$ cat config.mk
export PLATFORM = sky130hd
export DESIGN_NAME = q2r_queue
export DESIGN_NICKNAME = d
export VERILOG_FILES = /design/src/q2r_pkg.sv /design/src/q2r_queue.sv
export SDC_FILE = /design/constraint.sdc
export NUM_CORES = 1
export LEC_CHECK = 0
export BUFFER_PORTS_ARGS = -buffer_cell sky130_fd_sc_hd__clkbuf_2
export CORE_AREA = 2 2 263 265
export DETAILED_ROUTE_END_ITERATION = 6
export DIE_AREA = 0 0 265 267
export SLEW_MARGIN = 20
export SYNTH_ARGS = -nofsm -noshare
export SYNTH_HDL_FRONTEND = slang
export SYNTH_SLANG_ARGS = --single-unit
$ cat constraint.sdc
create_clock -name clk -period 28.8 [get_ports clk]
set_input_delay 5.76 -clock clk [delete_from_list [all_inputs] [get_ports clk]]
set_output_delay 5.76 -clock clk [all_outputs]
set_load 0.005 [all_outputs]
$ cat src/q2r_pkg.sv
`timescale 1ns / 1ps
`default_nettype none
// ----------------------------------------------------------------------------
// q2r_pkg
// shared types and constants for the quaternion to rotation matrix core
// ----------------------------------------------------------------------------
package q2r_pkg;

	localparam int NumEnt   = 9;
	localparam int FracBits = 14;
	localparam int QuoBits  = FracBits + 2;
	localparam int MagBits  = 33;
	localparam int RemBits  = MagBits + 1;

	typedef struct packed {
		logic signed [15:0] quat_real;
		logic signed [15:0] quat_i;
		logic signed [15:0] quat_j;
		logic signed [15:0] quat_k;
	} quat_t;

	typedef struct packed {
		logic signed [15:0] m00;
		logic signed [15:0] m01;
		logic signed [15:0] m02;
		logic signed [15:0] m10;
		logic signed [15:0] m11;
		logic signed [15:0] m12;
		logic signed [15:0] m20;
		logic signed [15:0] m21;
		logic signed [15:0] m22;
		logic               too_small;
	} mat_t;

	// classified job handed from the front to the divider back end
	typedef struct packed {
		logic [NumEnt-1:0][MagBits-1:0] mag;
		logic [NumEnt-1:0]              neg;
		logic [MagBits-1:0]             norm;
		logic                           low_norm;
	} job_t;

endpackage
`default_nettype wire

$ cat src/q2r_queue.sv
`timescale 1ns / 1ps
`default_nettype none
// ----------------------------------------------------------------------------
// q2r_queue
// two-entry job queue between front and back
// ----------------------------------------------------------------------------
module q2r_queue (
	input  wire logic         clk,
	input  wire logic         arst_n,
	input  wire logic         push,
	input  wire q2r_pkg::job_t push_job,
	output logic              full,
	input  wire logic         pop,
	output logic              empty,
	output q2r_pkg::job_t     pop_job
);
	import q2r_pkg::*;

	job_t       mem_q [2];
	logic       wr_q, rd_q;
	logic [1:0] cnt_q;

	assign full    = cnt_q == 2'd2;
	assign empty   = cnt_q == 2'd0;
	assign pop_job = mem_q[rd_q];

	always_ff @(posedge clk) begin
		if (push) begin
			mem_q[wr_q] <= push_job;
		end
	end

	always_ff @(posedge clk or negedge arst_n) begin
		if (!arst_n) begin
			wr_q  <= 1'b0;
			rd_q  <= 1'b0;
			cnt_q <= 2'd0;
		end else begin
			if (push) wr_q <= !wr_q;
			if (pop)  rd_q <= !rd_q;
			cnt_q <= cnt_q + 2'(push) - 2'(pop);
		end
	end

	a_no_overflow: assert property (@(posedge clk) disable iff (!arst_n) full |-> !push)
		else $error("push into full queue");
	a_no_underflow: assert property (@(posedge clk) disable iff (!arst_n) empty |-> !pop)
		else $error("pop from empty queue");
	a_cnt_range: assert property (@(posedge clk) disable iff (!arst_n) cnt_q != 2'd3)
		else $error("queue count out of range");

endmodule
`default_nettype wire

==> impl_metrics.csv, run 1 <==
group,metric,value,unit
status,status,"completed",
sta,worst_pin_slew,1.10,ns
sta,fin_skew,0.0152,ns
critical_path,worstReg2RegEnd,"mem_q[1][256]",
clock_network,post_cts_buffers,0,
hold_path,holdPathStages,1,
yosys,synth_cells,1073,
clock_network,clock_latency,0.61,ns
sta,post-route-period-util,0.370,
floorplan,core-area,68000,um^2
yosys,synth-seq-cells,684,
critical_path,path_cells,"buf_4 -> buf_4 -> buf_4 -> mux2_2 -> clkbuf_2",
placed_design,placed_cells,2615,
hold_path,hp-start,"wr_q",
critical_path,crit_top_cell,"buf_4",
placed_design,portBuffers,685,
clock_network,cts_buffers,74,
critical_path,cp-startpoint,"rd_q",
floorplan,die_w,265,um
clock_network,h-tree-depth,3,
final_layout,fillers,5763,
power,intPower,2.30,mW
global_route,grtUsageTotal,0.163,
clock_network,cts.sinks,684,
floorplan,dieHeight,267,um
hold_path,min_to,"wr_q",
critical_path,required,23.04,ns
global_route,grt_max_degree,163,
sta,min_period,10.65,ns
global_route,gr-total-overflow,0,
critical_path,worstSetupStartpointType,"flop",
detailed_routing,wl,59700,um
hold_path,hold_class,"flop to flop",
global_route,grt_first_pass_wirelength,84900,um
yosys,syn-num-nets,1419,
power,p_total,3.20,mW
clock_network,clk_pin_slew,0.06,ns
power,swShare,0.279,
power,irDropWorstVdd,0.0705,mV
detailed_routing,ant_nets,0,
detailed_routing,drc_errors,0,
final_layout,syn_to_final_growth,24.9,%
final_layout,finish.utilization,0.478,
sta,slew_viol_final,0,
sta,max_slew_margin,0.269,
final_layout,stdcell_area,32500,um^2
critical_path,critPathMaxFanout,56,
sta,hold_violations,0,
critical_path,crit_path_end_kind,"primary output",
sta,setup_violations,0,
global_route,grt_pass1_vias,13800,
power,clock_power_share,0.273,
placed_design,hpwlAfterDp,42400,um
critical_path,crit_slowest_cell,"dfrtp_4",
floorplan,die_area,70800,um^2
clock_network,cts_resized,0,
floorplan,rows,96,
detailed_routing,vias_per_cell,4.68,
power,p_leak,13.1,nW
floorplan,initial_utilization,0.383,
placed_design,gp_congestion,0.825,
detailed_routing,route.vias.total,12900,
final_layout,drive_gt1_frac,0.613,
critical_path,rrSetupSlack,25.56,ns
power,p_seq_frac,0.435,
critical_path,crit_family,"buffers and inverters",
clock_network,cts_root_buf,"clkbuf_16",
critical_path,slowest_delay,0.99,ns
clock_network,holdBufCountCts,0,
detailed_routing,firstDrtPassIters,4,
final_layout,fin_cells,2754,
critical_path,setup.worst_path.class,"flop to primary output",
yosys,syn_area_per_cell,24.2,um^2
power,p_sw,891,uW
yosys,yosysSeqAreaShare,0.789,
job,drv_cap,0,
detailed_routing,wire_per_inst,21.7,um
floorplan,ios,686,
clock_network,clock_path_buffers,3,
sta,rsz0062_at_grt,"no",
power,powerDensity,98.4,nW/um^2
placed_design,place_area,30200,um^2
detailed_routing,drt_iter0_drc,798,
clock_network,cts_tree,"built",
global_route,antenna_found_initial,16,
yosys,yosysWarnings,0,
sta,fmaxAchievable,93.9,MHz
critical_path,reg2reg_depth,3,
power,pwr-share-comb,0.292,
yosys,synth.distinct_cells,14,
sta,fin_setup_tns,0,ns
critical_path,regToRegStartpoint,"wr_q",
yosys,synth_area,26000,um^2
final_layout,layout.nets,2155,
critical_path,critPathBufInv,4,
critical_path,cp.arrival,4.89,ns
cells by family after synthesis:
logic type / count (synthesis) / synth area share
flops: 684 / 0.789
mux: 340 / 0.189
buf+inv: 40 / 0.0186
simple gates: 4 / 0.000866
xor+xnor: 3 / 0.00159
fa+ha+maj: 2 / 0.000962
placed cells by master (no fill, tap or decap), types with 2 or more instances in the layout:
cell | netlist | final
clkinv_8 | 0 | 2
buf_4 | 0 | 11
ha_1 | 2 | 2
edfxtp_1 | 680 | 680
xor2_1 | 2 | 2
clkbuf_16 | 0 | 75
clkinv_1 | 0 | 16
clkinv_16 | 0 | 2
clkinv_2 | 0 | 14
buf_12 | 0 | 2
clkbuf_2 | 0 | 685
inv_1 | 2 | 2
diode_2 | 0 | 9
clkbuf_1 | 0 | 13
inv_6 | 0 | 5
mux2_4 | 290 | 290
dfrtp_1 | 4 | 3
mux2_2 | 50 | 50
cells in the mapped netlist, drive strengths merged:
master / count / area [um^2]
xor2: 2 / 17.5
xor3: 1 / 23.8
nor2b: 2 / 12.5
ha: 2 / 25.0
edfxtp: 680 / 20400
nor2: 1 / 3.75
mux2: 340 / 4920
buf: 38 / 475
and2: 1 / 6.26
dfrtp: 4 / 100
inv: 2 / 7.51
registers in the layout (all words and copies together) (netlist names):
register	cells
cnt_q	2
wr_q	1
rd_q	1
mem_q	680
worst reg2reg max path: stages (launching register included):
cell	delay, ns
dfrtp_1	0.43
and2_4	0.74
buf_4	0.75
buf_4	0.88
power by group through the flow:
stage	clock network, mW	logic, mW	registers [mW]
final	0.873	0.934	1.39
after global routing	0.936	1.00	1.41
after CTS	0.901	0.956	1.39
after detailed placement	0	0.952	1.41
after global placement	0	0.948	1.40
after floorplan	0	0.640	1.47
metal layers:
metal / vias to the layer above / wire length (um) / part of all wire / track usage
li1: 5794 / - / - / -
met1: 6387 / 20000 / 0.33 / 0.160
met2: 553 / 30400 / 0.51 / 0.284
met3: 131 / 6860 / 0.11 / 0.0835
met4: 16 / 2330 / 0.039 / 0.0765
met5: - / 103 / 0.0017 / 0
cell type report:
class / instances / area (um^2) / area share
flip-flops and latches: 684 / 20500 / 0.632
multi-input cells: 349 / 5020 / 0.154
repair buffers: 698 / 3550 / 0.109
clock buffers: 88 / 1930 / 0.0593
well taps: 882 / 1100 / 0.0340
clock inverters: 42 / 324 / 0.00998
diodes: 9 / 22.5 / 0.000694
inverters: 2 / 7.51 / 0.000231
stage by stage:
step | hold WS (ns) | setup WS (ns)
finish | 0.554 | 18.15
global placement | 0.535 | 18.82
floorplan | 0.455 | 7.35
global route | 0.594 | 17.89
CTS | 0.553 | 18.07
detailed placement | 0.546 | 18.76
worst max path at each step:
| stage | end | slack, ns | depth (start not counted) |
|---|---|---|---|
| finish | pop_job[339] | 18.15 | 5 |
| global route | pop_job[339] | 17.89 | 5 |
| CTS | pop_job[339] | 18.07 | 5 |
| detailed placement | pop_job[339] | 18.76 | 5 |
| global placement | pop_job[339] | 18.82 | 5 |
| floorplan | mem_q[0][0] | 7.35 | 1 |
(Power assumes the default switching activity.)
==> inputs of run 2 (changes only) <==
ABC_AREA = 1   (was unset)
CORE_AREA = 2 2 267 269   (was 2 2 263 265)
DIE_AREA = 0 0 269 271   (was 0 0 265 267)
clock period = 10.93 ns   (was 28.8 ns; I/O delays follow)
==> run 2 against run 1 <==
  * Clock power grew to 2.7 times the previous value
  * Non-clock buffer count is 4 lower
  * Largest power group unchanged
  * Largest cell class unchanged
  * Combinational power is 130% higher
  * Setup slack worse by 13 ns
==> impl_metrics.csv, run 2 <==
group,metric,value,unit
status,status,"completed",
yosys,synthTopCellsByCount,"edfxtp_1, inv_1, nand2_1, o21ai_0",
global_route,grt_first_pass_wirelength,87800,um
critical_path,critPathMaxFanout,116,
floorplan,dieHeight,271,um
detailed_routing,wire_per_inst,17.2,um
hold_path,hp-start,"wr_q",
clock_network,h-tree-depth,3,
yosys,yosysWarnings,0,
yosys,synth.distinct_cells,15,
detailed_routing,firstDrtPassIters,6,
floorplan,initial_utilization,0.363,
power,p_total,8.09,mW
clock_network,clk_pin_slew,0.06,ns
critical_path,slowest_delay,0.84,ns
power,irDropWorstVdd,0.202,mV
yosys,syn-num-nets,2147,
critical_path,required,8.74,ns
placed_design,gp_congestion,0.812,
yosys,synth_edf_count,680,
final_layout,register_area,20500,um^2
hold_path,holdPathStages,1,
clock_network,holdBufCountCts,0,
yosys,synthTopCellsByArea,"edfxtp_1, o21ai_0, inv_1",
floorplan,ios,686,
final_layout,finish.utilization,0.458,
sta,slew_viol_final,0,
critical_path,setup.worst_path.class,"flop to primary output",
detailed_routing,ant_nets,0,
floorplan,core-area,69800,um^2
clock_network,cts.sinks,684,
final_layout,fin_cells,3493,
final_layout,largest_reg_flops,680,
clock_network,cts_root_buf,"clkbuf_16",
power,powerDensity,253,nW/um^2
final_layout,syn_to_final_growth,26.1,%
sta,worst_pin_slew,1.16,ns
yosys,synthFlopType,"edfxtp_1",
detailed_routing,vias_per_cell,4.43,
yosys,syn_area_per_cell,14.1,um^2
final_layout,mostFrequentLayoutCell,"clkbuf_2",
job,drv_cap,0,
sta,worst_slack,5.07,ns
sta,max_slew_margin,0.225,
placed_design,placed_cells,3359,
placed_design,place_area,29600,um^2
critical_path,rrSetupSlack,8.27,ns
yosys,yosysMostFrequentCell,"edfxtp_1",
sta,setup_violations,0,
sta,fmaxAchievable,171,MHz
floorplan,die_area,72900,um^2
placed_design,hpwlAfterDp,41800,um
clock_network,cts_resized,0,
clock_network,cts_buffers,74,
final_layout,stdcell_area,31900,um^2
global_route,grt_max_degree,235,
hold_path,hold_class,"flop to flop",
critical_path,crit_slowest_cell,"buf_4",
final_layout,fillers,6297,
detailed_routing,wl,60100,um
placed_design,pre_cts_ws,5.71,ns
placed_design,portBuffers,685,
clock_network,clock_latency,0.59,ns
final_layout,reg_top3,"mem_q (680), cnt_q (2)",
yosys,synth_top_area_share,0.806,
floorplan,die_w,269,um
final_layout,layout.nets,2841,
critical_path,critPathBufInv,3,
critical_path,path_cells,"buf_4 -> buf_4 -> nand2_1 -> o21ai_1 -> clkbuf_2",
sta,fin_setup_tns,0,ns
yosys,synth-seq-cells,684,
sta,post-route-period-util,0.536,
critical_path,crit_family,"buffers and inverters",
critical_path,crit_path_end_kind,"primary output",
clock_network,cts_tree,"built",
yosys,yosysSeqAreaShare,0.810,
yosys,synth_top_area_cell,"edfxtp_1",
sta,hold_violations,0,
critical_path,cp.arrival,3.67,ns
critical_path,worst-path-stages,5,
power,p_leak,13.6,nW
global_route,grt_pass1_vias,15300,
yosys,synth_area,25300,um^2
floorplan,rows,97,
final_layout,drive_gt1_frac,0.312,
detailed_routing,drt_iter0_drc,1082,
clock_network,post_cts_buffers,0,
critical_path,crit_top_cell,"buf_4",
critical_path,cp-startpoint,"rd_q",
sta,hold_ws,0.550,ns
critical_path,reg2reg_depth,3,
yosys,async_flop_share,0.00585,
global_route,antenna_found_initial,14,
critical_path,regToRegStartpoint,"wr_q",
final_layout,layout_common_cells,"clkbuf_2, edfxtp_1, inv_1, nand2_1, o21ai_0",
sta,min_period,5.86,ns
yosys,synth_cells,1801,
final_layout,regMostFlops,"mem_q",
global_route,gr-total-overflow,0,
detailed_routing,drc_errors,0,
clock_network,clock_path_buffers,3,
detailed_routing,route.vias.total,15500,
sta,fin_skew,0.0280,ns
final_layout,multi_input_area,3070,um^2
sta,rsz0062_at_grt,"no",
critical_path,worstSetupStartpointType,"flop",
global_route,grtUsageTotal,0.159,
==> run 2: cell types whose count changed after synthesis, sizes merged, moves of 2 or more <==
cell / previous run / this run
nor2: 1 / 3
buf: 38 / 47
nor2b: 2 / 0
clkbuf: 0 / 29
o21ai: 0 / 340
mux2: 340 / 0
inv: 2 / 347
nand2: 0 / 346
==> run 2: final cells by class <==
| class | instances | area share |
|---|---|---|
| flip-flops and latches | 684 | 0.643 |
| repair buffers | 694 | 0.111 |
| multi-input cells | 694 | 0.0960 |
| clock buffers | 97 | 0.0640 |
| inverters | 347 | 0.0410 |
| well taps | 940 | 0.0368 |
| clock inverters | 32 | 0.00792 |
| diodes | 5 | 0.000392 |
==> run 2: cell families after synthesis <==
family	count (synthesis)	share of synthesized area
AOI/OAI and AO/OA	340	0.0672
DFF	684	0.810
and+or+nand+nor	350	0.0519
buffers and inverters	423	0.0690
adders and majority gates	2	0.000988
xor gates and xnor gates	2	0.000692
==> run 2: path summary, 6_finish.rpt <==
path / endpoint
worst min-delay path: wr_q
worst max-delay path: pop_job[184]
worst max register to register: mem_q[1][21]
min in group asynchronous: rd_q
max in group asynchronous: rd_q
worst min register to register: wr_q
==> run 2: report_power, final <==
group	switching, mW	internal [mW]
registers	0.140	3.49
logic	1.39	0.723
clock network	0.980	1.36
total	2.51	5.58
==> run 2: routing by layer <==
| metal | global-route usage | share of wire | vias up |
|---|---|---|---|
| met3 | 0.0747 | 0.12 | 128 |
| met4 | 0.0702 | 0.036 | 14 |
| li1 | - | - | 7508 |
| met2 | 0.268 | 0.48 | 614 |
| met1 | 0.169 | 0.36 | 7227 |
| met5 | 0 | 0.0016 | - |
